==> config.mk <==
export PLATFORM = sky130hd
export DESIGN_NAME = dsdr_ctrl
export DESIGN_NICKNAME = d
export VERILOG_FILES = /design/src/rtl/core/dsdr_pkg.sv /design/src/rtl/core/dsdr_ctrl.sv
export SDC_FILE = /design/constraint.sdc
export NUM_CORES = 1
export LEC_CHECK = 0
export BUFFER_PORTS_ARGS = -buffer_cell sky130_fd_sc_hd__clkbuf_2
export CORE_AREA = 2 2 39 41
export CTS_BUF_LIST = sky130_fd_sc_hd__clkbuf_4
export DETAILED_ROUTE_END_ITERATION = 8
export DIE_AREA = 0 0 41 43
export GPL_TIMING_DRIVEN = 0
export PLACE_DENSITY = 0.55
export SYNTH_ARGS = -nofsm -noshare
export SYNTH_HDL_FRONTEND = slang
export SYNTH_SLANG_ARGS = --single-unit
==> constraint.sdc <==
create_clock -name clk -period 1.1 [get_ports clk]
set_input_delay 0.11 -clock clk [delete_from_list [all_inputs] [get_ports clk]]
set_output_delay 0.11 -clock clk [all_outputs]
set_load 0.03 [all_outputs]
==> src/rtl/core/dsdr_pkg.sv <==
// Shared types, constants and state encoding for the send descriptor ring.
package dsdr_pkg;

	localparam logic [31:0] END_BIT      = 32'h8000_0000;
	localparam logic [31:0] DEST_TAG     = 32'h1000_0000;
	localparam logic [31:0] DEST_TAG_END = 32'h9000_0000;
	localparam logic [31:0] PHYS_MASK    = 32'h1FFF_FFFF;
	localparam logic [15:0] QUAD_MAX     = 16'hFFFF;

	localparam logic CMD_QUEUE  = 1'b0;
	localparam logic CMD_FINISH = 1'b1;

	localparam logic KIND_STATUS = 1'b0;
	localparam logic KIND_BLOCK  = 1'b1;

	typedef enum logic [2:0] {
		ST_IDLE,
		ST_DECODE,
		ST_WRITE,
		ST_LOAD,
		ST_EMIT,
		ST_STATUS
	} state_t;

	// One formatted send block as kept in the ring.
	typedef struct packed {
		logic [31:0] address;
		logic [17:0] words;
		logic [31:0] tag;
		logic [28:0] destination;
	} blk_word_t;

	// Per-group bookkeeping.
	typedef struct packed {
		logic [1:0]  run_length;
		logic        want;
		logic [15:0] tag;
	} grp_word_t;

	// Controller to datapath.
	typedef struct packed {
		logic capture;
		logic write_blk;
		logic commit;
		logic retire;
		logic blk_inc;
		logic emit_blk;
		logic emit_status;
	} ctl_cmd_t;

	// Datapath to controller.
	typedef struct packed {
		logic is_finish;
		logic run_ok;
		logic full;
		logic empty;
		logic one_left;
		logic last_write;
		logic last_emit;
	} dp_sts_t;

endpackage

==> src/rtl/core/dsdr_ctrl.sv <==
// Sequencing state machine for the send descriptor ring.
module dsdr_ctrl (
	input  logic               clk,
	input  logic               arst_n,
	input  logic               start,
	output logic               busy,
	input  dsdr_pkg::dp_sts_t  sts,
	output dsdr_pkg::ctl_cmd_t cmd
);

	dsdr_pkg::state_t state_q, state_next;

	always_ff @(posedge clk or negedge arst_n) begin
		if (!arst_n) begin
			state_q <= dsdr_pkg::ST_IDLE;
		end else begin
			state_q <= state_next;
		end
	end

	always_comb begin
		state_next = state_q;
		case (state_q)
			dsdr_pkg::ST_IDLE: begin
				if (start) state_next = dsdr_pkg::ST_DECODE;
			end
			dsdr_pkg::ST_DECODE: begin
				if (sts.is_finish) begin
					if (sts.empty || sts.one_left) state_next = dsdr_pkg::ST_STATUS;
					else state_next = dsdr_pkg::ST_LOAD;
				end else begin
					if (!sts.run_ok || sts.full) state_next = dsdr_pkg::ST_STATUS;
					else state_next = dsdr_pkg::ST_WRITE;
				end
			end
			dsdr_pkg::ST_WRITE: begin
				// channel was idle: start it on the group just written
				if (sts.last_write) begin
					if (sts.empty) state_next = dsdr_pkg::ST_LOAD;
					else state_next = dsdr_pkg::ST_STATUS;
				end
			end
			dsdr_pkg::ST_LOAD: begin
				state_next = dsdr_pkg::ST_EMIT;
			end
			dsdr_pkg::ST_EMIT: begin
				if (sts.last_emit) state_next = dsdr_pkg::ST_STATUS;
			end
			dsdr_pkg::ST_STATUS: begin
				state_next = dsdr_pkg::ST_IDLE;
			end
			default: begin
				state_next = dsdr_pkg::ST_IDLE;
			end
		endcase
	end

	always_comb begin
		cmd  = '0;
		busy = 1'b1;
		case (state_q)
			dsdr_pkg::ST_IDLE: begin
				busy        = 1'b0;
				cmd.capture = start;
			end
			dsdr_pkg::ST_DECODE: begin
				cmd.retire = sts.is_finish && !sts.empty;
			end
			dsdr_pkg::ST_WRITE: begin
				cmd.write_blk = 1'b1;
				cmd.commit    = sts.last_write;
			end
			dsdr_pkg::ST_LOAD: begin
				cmd = '0;
			end
			dsdr_pkg::ST_EMIT: begin
				cmd.emit_blk = 1'b1;
				cmd.blk_inc  = 1'b1;
			end
			dsdr_pkg::ST_STATUS: begin
				cmd.emit_status = 1'b1;
			end
			default: begin
				busy = 1'b0;
			end
		endcase
	end

endmodule

==> flow_summary.toml, run 1 <==
[run_status]
status = "complete, but fails checks"
violations = "setup timing"

[global_route]
grt_use_total = 0.103
grt.overflow.total = 0
grt_start_max_net_pins = 9
grt_antenna_before_repair = 0
grt_pass1_wl_mm = 1.24
grt_pass1_vias = 338

[setup_path]
cpMaxStageDelayCell = "dfrtp_1"
cp-start-kind = "register"
cpPeakStageDelay_ns = 0.40
crit_buf_inv = 2
path_cells = "buf_6 > nor4b_4 > clkbuf_8"
cp_top_family = "flip-flops"
criticalPathCategory = "reg -> out"
rrSetupSlack_ns = -0.07
cp-end-kind = "output pin"
arrival_ns = 1.24
cp.required_ns = 0.99
crit_fanout = 8

[detailed_routing]
drtIter0Drc = 6
dr.pass1.iters = 3
viasPerCell = 4.41
route.vias.total = 366
routed_wirelength_um = 783
ant_nets = 0
wl_per_cell_um = 9.43
drc_errors = 0

[finish]
num_antenna_cells = 0
reg_top3 = "state_q x3"
multiInputGateArea_um2 = 265
layout-drive-gt1-share = 0.701
largest_register_ffs = 3
nets = 78
final-seq-area_um2 = 75.1
regMostFlops = "state_q"
finalNonFillerCells = 83
area_growth_pct = 107
num-fill-cells = 133

[placed_design]
hpwl_um = 539
place_ws_ns = -0.0328
port_buffers = 17
routabilityCongestion = 0.752
post-place-cells = 71

[clock_tree]
clockRootBuffer = "clkbuf_4"
clockBufferDepth = 2
cts.htree.levels = 1
cts_buffers = 3
cts.sinks = 3
clk_pin_slew_ns = 0.04
cts_tree = "done"
clock_latency_ns = 0.23

[floorplanning]
die_x_um = 41
ioPinCount = 18
die_y_um = 43
die-area_um2 = 1760
initial_core_util = 0.228
rows = 14
coreArea_um2 = 1380

[synth]
ys_async_sr_fraction = 1.00
synth-main-ff-cell = "dfrtp_1"
ys_seq_area_frac = 0.238
yosys_warnings = 0
syn_avg_cell_area_um2 = 8.30
ys_seq_elements = 3
synthDistinctLibCells = 24
synth_nets = 48
synth_edf_count = 0
synthCells = 38
syn_area_um2 = 315

[timing]
worstMarginPinSlew_ns = 0.205
setup_slack_ns = -0.246
max_freq_mhz = 743
worst_clock_skew_ns = 0.00158
hold_viol_final = 0
slew_viol_final = 0
slew_headroom = 0.862
fin_crit_sh = 1.22
rsz0062_at_grt = "yes"
min_period_ns = 1.35
final-setup-viol-count = 11

[worst_hold_path]
hp-class = "in -> async"

[power]
ir_drop_uv = 830
p_per_area_nw_per_um2 = 2690
leakagePower_uw = 0.000302

[run]
cap_violations = 0
-- what timing repair did --
action	in CTS	in global routing
resized for setup	17	6
setup buffers	6	1
setup endpoints to repair	8	11
pin swaps	3	3
hold buffers	1	0
endpoints found under the hold margin	3	0
-- worst paths after layout --
kind	cells past startpoint	end	start
setup reg to reg	6	state_q[0]$_DFFE_PN0P_	state_q[0]$_DFFE_PN0P_
hold reg to reg	3	state_q[1]$_DFFE_PN0P_	state_q[1]$_DFFE_PN0P_
min in group clk	3	state_q[1]$_DFFE_PN0P_	sts[1]
max in group asynchronous	2	state_q[0]$_DFFE_PN0P_	arst_n
setup / recovery	3	cmd[6]	state_q[2]$_DFFE_PN0P_
hold / removal	2	state_q[2]$_DFFE_PN0P_	arst_n
-- metal layers --
layer  track usage  part of all wire  wire (µm)  vias up
li1              -                 -          -      189
met1         0.119              0.44        343      160
met2         0.156              0.48        373       15
met3        0.0366             0.066         52        2
met4        0.0600             0.018         14        0
met5             0                 0          0        -
-- worst register-to-register path: cells and delay by family (launching register included) --
family / cells / cell delay, ns
compound gates: 2 / 0.25
buf+inv: 3 / 0.37
flops: 1 / 0.37
simple gates: 1 / 0.06
-- report_power, final --
part           internal, µW  total, µW  switching [µW]
combinational           690       1340             648
sequential              159        195            36.1
clock                   161        218            57.4
total                  1010       1750             741
-- layout by cell type, fill, tap and decap left out, types with 2 or more instances in the layout --
cell	n
clkbuf_2	9
buf_4	6
clkbuf_4	6
clkbuf_8	6
buf_6	5
a21oi_2	3
dfrtp_1	3
inv_1	2
nor3_2	2
nand2b_1	2
a21oi_1	2
nor2_1	2
o21ai_0	2
-- layout make-up --
| cell class | count | share of cell area |
|---|---|---|
| buffer | 4 | 0.0633 |
| clock buffer | 4 | 0.0461 |
| inverter | 2 | 0.0115 |
| multi-input combinational | 29 | 0.407 |
| sequential | 3 | 0.115 |
| tap | 16 | 0.0307 |
| timing repair buffer | 25 | 0.326 |
-- kinds of logic (layout without fill, tap and decap cells) --
| kind of cell | count (synthesis) | after routing | share of synthesized area |
|---|---|---|---|
| AO/OA/AOI/OAI | 12 | 12 | 0.242 |
| buffers and inverters | 6 | 35 | 0.135 |
| flip-flops | 3 | 3 | 0.238 |
| AND/OR/NAND/NOR | 17 | 17 | 0.385 |
-- synthesized netlist by cell type, types with 2 or more instances --
library cell  number  area (µm²)
o21ai_0            2        10.0
inv_1              2        7.51
buf_6              2        22.5
nor2_1             3        11.3
a21oi_1            5        25.0
nand2b_1           2        12.5
nor3_1             3        15.0
dfrtp_1            3        75.1
-- metrics by stage --
step / util / TNS (ns) / cell area, µm² / hold WS, ns / power (µW)
floorplan: - / -0.0798 / 357 / -0.186 / 975
global placement: 0.334 / -0.0715 / 462 / -0.0903 / 1160
detailed placement: 0.334 / -0.0599 / 462 / -0.0898 / 1160
CTS: 0.444 / -1.60 / 614 / 0.202 / 1650
global route: 0.471 / -2.37 / 652 / 0.238 / 1870
finish: 0.471 / -1.74 / 652 / 0.206 / 1750
No activity file was read; power rests on OpenSTA's default activity.
==> run 2, diff against run 1 <==
--- a/config.mk
+++ b/config.mk
@@ -7,11 +7,11 @@
 export LEC_CHECK = 0
 export BUFFER_PORTS_ARGS = -buffer_cell sky130_fd_sc_hd__clkbuf_2
 export CORE_AREA = 2 2 39 41
-export CTS_BUF_LIST = sky130_fd_sc_hd__clkbuf_4
 export DETAILED_ROUTE_END_ITERATION = 8
 export DIE_AREA = 0 0 41 43
 export GPL_TIMING_DRIVEN = 0
 export PLACE_DENSITY = 0.55
+export RECOVER_POWER = 50
 export SYNTH_ARGS = -nofsm -noshare
 export SYNTH_HDL_FRONTEND = slang
 export SYNTH_SLANG_ARGS = --single-unit
==> run 2 against run 1 <==
The flow still finishes with violations (setup timing); first-iteration DRC count unchanged; final area decreased by 0.77%; clock-buffer cell count unchanged; via count unchanged; clock power decreased by 11%; core utilization decreased by 0.36 points; power decreased by 1.5%; setup slack improved by 0.00069 ns; die area unchanged; global-route usage unchanged.
==> flow_summary.toml, run 2 (same netlist as run 1, synthesis figures left out) <==
[finish]
reg_top3 = "state_q x3"
nets = 78
num_antenna_cells = 0
final_common_cell = "clkbuf_2"
finalNonFillerCells = 83
num-fill-cells = 135
regMostFlops = "state_q"
layout-drive-gt1-share = 0.672
mostFrequentLayoutCells = "clkbuf_2, buf_4, clkbuf_8"
largest_register_ffs = 3
area_growth_pct = 105

[power]
swShare = 0.429
clockPowerShare = 0.112
leakagePower_uw = 0.000295
p_int_uw = 984
power.switching_uw = 740
p_per_area_nw_per_um2 = 2670
ir_drop_uv = 791
pwr-share-seq = 0.113
combPwrFrac = 0.775

[floorplanning]
die-area_um2 = 1760
coreArea_um2 = 1380
die_y_um = 43
initial_core_util = 0.228
rows = 14
ioPinCount = 18
die_x_um = 41

[global_route]
grt_pass1_wl_mm = 1.24
grt_pass1_vias = 338
grt_start_max_net_pins = 9
grt_use_total = 0.103
grt_antenna_before_repair = 0
grt.overflow.total = 0

[timing]
rsz0062_at_grt = "yes"
setup_tns_ns = -1.75
worst_clock_skew_ns = 0.00102
min_period_ns = 1.34
slew_headroom = 0.862
max_freq_mhz = 744
worstMarginPinSlew_ns = 0.205
fin_crit_sh = 1.22
hold_viol_final = 0
setup_slack_ns = -0.245
final-setup-viol-count = 11
slew_viol_final = 0

[setup_path]
crit_fanout = 8
cp-end-kind = "output pin"
arrival_ns = 1.23
criticalPathCategory = "reg -> out"
cp.required_ns = 0.99
cp-start-kind = "register"

[run_status]
violations = "setup timing"
status = "complete, but fails checks"

[clock_tree]
clockBufferDepth = 2
clock_latency_ns = 0.23
cts_buffers = 3
cts.sinks = 3
clockRootBuffer = "clkbuf_4"
cts_tree = "done"
cts.htree.levels = 1
clk_pin_slew_ns = 0.04

[placed_design]
post-place-cells = 71
hpwl_um = 539
port_buffers = 17
routabilityCongestion = 0.752

[detailed_routing]
routed_wirelength_um = 783
route.vias.total = 366
drc_errors = 0
ant_nets = 0
wl_per_cell_um = 9.43
drtIter0Drc = 6
viasPerCell = 4.41
dr.pass1.iters = 3

[worst_hold_path]
hp-class = "in -> async"

[run]
cap_violations = 0
==> run 2: cell counts in the layout (fill, tap and decap cells not counted) <==
Identical to the previous run, type by type.
==> run 2: area by class of cell <==
type                       instances  area, µm²  share of cell area
inverter                           2       7.51              0.0116
multi-input combinational         29        265               0.410
buffer                             4       41.3              0.0638
clock buffer                       4       26.3              0.0406
sequential                         3       75.1               0.116
tap                               16       20.0              0.0309
timing repair buffer              25        211               0.327
==> run 2: path summary, 6_finish.rpt <==
check | slack, ns | cells past startpoint | startpoint | end
max | -0.24 | 3 | state_q[2]$_DFFE_PN0P_ | cmd[6]
min in group clk | 0.26 | 3 | sts[1] | state_q[1]$_DFFE_PN0P_
min | 0.22 | 2 | arst_n | state_q[2]$_DFFE_PN0P_
min reg2reg | 0.71 | 3 | state_q[1]$_DFFE_PN0P_ | state_q[1]$_DFFE_PN0P_
max reg2reg | -0.07 | 6 | state_q[0]$_DFFE_PN0P_ | state_q[0]$_DFFE_PN0P_
max in group asynchronous | 0.73 | 2 | arst_n | state_q[0]$_DFFE_PN0P_
==> run 2: worst max-delay path, stage by stage (launching register included) <==
cell      delay, ns
dfrtp_1        0.40
buf_6          0.16
nor4b_4        0.25
clkbuf_8       0.20
==> run 2: power by group through the flow <==
stage	clock network [µW]	logic, µW	registers [µW]
floorplan	0	784	191
global placement	0	961	198
detailed placement	0	960	198
CTS	202	1230	194
global route	208	1430	202
finish	193	1340	195
==> run 2: what timing repair did <==
action                                 CTS  global route
endpoints found under the hold margin    3             0
buffers inserted                         6             1
pin swaps                                3             3
setup endpoints to repair                8            11
hold buffers                             1             0
gates resized for setup                 17             6
==> run 2: stage by stage <==
step | hold slack (ns) | total power [µW] | utilization | instance area, µm² | setup WS [ns]
CTS | 0.202 | 1620 | 0.441 | 611 | -0.243
global route | 0.254 | 1840 | 0.467 | 647 | -0.303
detailed placement | -0.0898 | 1160 | 0.334 | 462 | -0.0328
floorplan | -0.186 | 975 | - | 357 | -0.0648
finish | 0.215 | 1720 | 0.467 | 647 | -0.245
global placement | -0.0903 | 1160 | 0.334 | 462 | -0.0324
==> run 2: metal layers <==
metal | share of wire | vias to the layer above | GRT usage
met3 | 0.066 | 2 | 0.0366
met4 | 0.018 | 0 | 0.0600
li1 | - | 189 | -
met1 | 0.44 | 160 | 0.119
met2 | 0.48 | 15 | 0.156
met5 | 0 | - | 0
==> run 3, diff against run 2 <==
--- a/config.mk
+++ b/config.mk
@@ -10,7 +10,6 @@
 export DETAILED_ROUTE_END_ITERATION = 8
 export DIE_AREA = 0 0 41 43
 export GPL_TIMING_DRIVEN = 0
-export PLACE_DENSITY = 0.55
 export RECOVER_POWER = 50
 export SYNTH_ARGS = -nofsm -noshare
 export SYNTH_HDL_FRONTEND = slang
==> run 3 against run 2 <==
The run still ends with setup timing left; setup slack got worse by 0.019 ns; register-to-register slack got worse by 0.09 ns; power increased by 3.4%; die area unchanged; non-clock buffer count increased by 3; clock skew increased by 0.0079 ns; combinational power about the same; hold slack got worse by 0.025 ns; clock power increased by 8%; first-iteration DRC count decreased by 67%.
==> flow_summary.toml, run 3 (same netlist as run 1, synthesis figures left out) <==
[setup_path]
cp.required_ns = 0.99
startpoint = "state_q[1]$_DFFE_PN0P_"
cp-end-kind = "output pin"
cpMaxStageDelayCell = "dfrtp_1"
path_cells = "and2b_4 > nor3b_2 > clkbuf_8"
cp_top_family = "simple AND/OR/NAND/NOR gates"
arrival_ns = 1.25
criticalPathCategory = "reg -> out"
cp-start-kind = "register"
cpPeakStageDelay_ns = 0.41
crit_buf_inv = 1
crit_fanout = 3
reg2reg_from = "state_q[0]$_DFFE_PN0P_"

[floorplanning]
die_y_um = 43
rows = 14
die_x_um = 41
ioPinCount = 18
coreArea_um2 = 1380
die-area_um2 = 1760
initial_core_util = 0.228

[placed_design]
place_ws_ns = -0.0445
routabilityCongestion = 0.777
hpwl_um = 574
post-place-cells = 71
port_buffers = 17

[finish]
finalNonFillerCells = 86
mostFrequentLayoutCells = "buf_4, clkbuf_2, clkbuf_8"
layout-drive-gt1-share = 0.671
final_common_cell = "buf_4"
regMostFlops = "state_q"
nets = 81
num_antenna_cells = 0
reg_top3 = "state_q x3"
area_growth_pct = 105
largest_register_ffs = 3

[detailed_routing]
dr.pass1.iters = 2
wl_met1_um = 373
viasPerCell = 4.40
met2_wirelength_um = 490
routed_wirelength_um = 931
top_layer_used = "met4"
drc_errors = 0
route.vias.total = 378
wl_met3_um = 49
wl_per_cell_um = 10.8
drtIter0Drc = 2
ant_nets = 0

[worst_hold_path]
hp-class = "in -> async"

[timing]
worst_clock_skew_ns = 0.00895
worst_hold_slack_ns = 0.190
setup_slack_ns = -0.264
final-setup-viol-count = 11
max_freq_mhz = 733
hold_viol_final = 0
slew_viol_final = 0
min_period_ns = 1.36
slew_headroom = 0.856
rsz0062_at_grt = "yes"
worstMarginPinSlew_ns = 0.214
fin_crit_sh = 1.24

[global_route]
grt_antenna_before_repair = 0
grt_start_max_net_pins = 11
grt_pass1_vias = 359
grt_use_total = 0.120
grt.overflow.total = 0
grt_pass1_wl_mm = 1.37

[power]
p_per_area_nw_per_um2 = 2760
ir_drop_uv = 769
leakagePower_uw = 0.000297

[clock_tree]
clockBufferDepth = 2
clock_latency_ns = 0.25
cts.sinks = 3
cts.htree.levels = 1
clockRootBuffer = "clkbuf_4"
cts_buffers = 3
cts_tree = "done"
clk_pin_slew_ns = 0.04

[run_status]
violations = "setup timing"
status = "complete, but fails checks"

[run]
cap_violations = 0
[run 3: area by class of cell]
class,count,area (µm²)
buffer,4,41.3
multi-input combinational,29,249
inverter,2,7.51
timing repair buffer,28,228
clock buffer,4,26.3
tap,16,20.0
fill,137,737
sequential,3,75.1
[run 3: stage by stage]
| stage | utilization | power, µW | setup TNS, ns | area [µm²] |
|---|---|---|---|---|
| 6_report | 0.467 | 1780 | -2.13 | 647 |
| 5_1_grt | 0.467 | 1910 | -2.76 | 647 |
| 4_1_cts | 0.419 | 1530 | -1.73 | 579 |
| 3_5_place_dp | 0.334 | 1160 | -0.0782 | 462 |
| 3_3_place_gp | 0.334 | 1160 | -0.0695 | 462 |
| 2_1_floorplan | - | 975 | -0.0798 | 357 |
[run 3: path summary, 6_finish.rpt]
check	slack [ns]	endpoint	cells after the start
setup reg to reg	-0.16	state_q[2]$_DFFE_PN0P_	6
max in group asynchronous	0.75	state_q[2]$_DFFE_PN0P_	2
min in group clk	0.24	state_q[1]$_DFFE_PN0P_	3
hold / removal	0.19	state_q[0]$_DFFE_PN0P_	2
setup / recovery	-0.26	cmd[3]	3
hold reg to reg	0.75	state_q[1]$_DFFE_PN0P_	3
[run 3: where the power goes]
group          switching, µW  internal [µW]  leakage, µW
clock                   71.1            137    0.0000150
combinational            657            717     0.000245
sequential              42.8            159    0.0000376
[run 3: routing by layer]
metal / vias to the layer above / track usage
met5: - / 0
met4: 0 / 0.100
met3: 2 / 0.0366
met2: 14 / 0.178
met1: 166 / 0.132
li1: 196 / -
[run 3: timing repair]
action / CTS / global route
hold buffers: 1 / 0
endpoints found under the setup margin: 8 / 10
gates cloned: 0 / 1
pin swaps: 0 / 4
endpoints found under the hold margin: 3 / 0
gates resized for setup: 14 / 5
setup buffers: 3 / 6
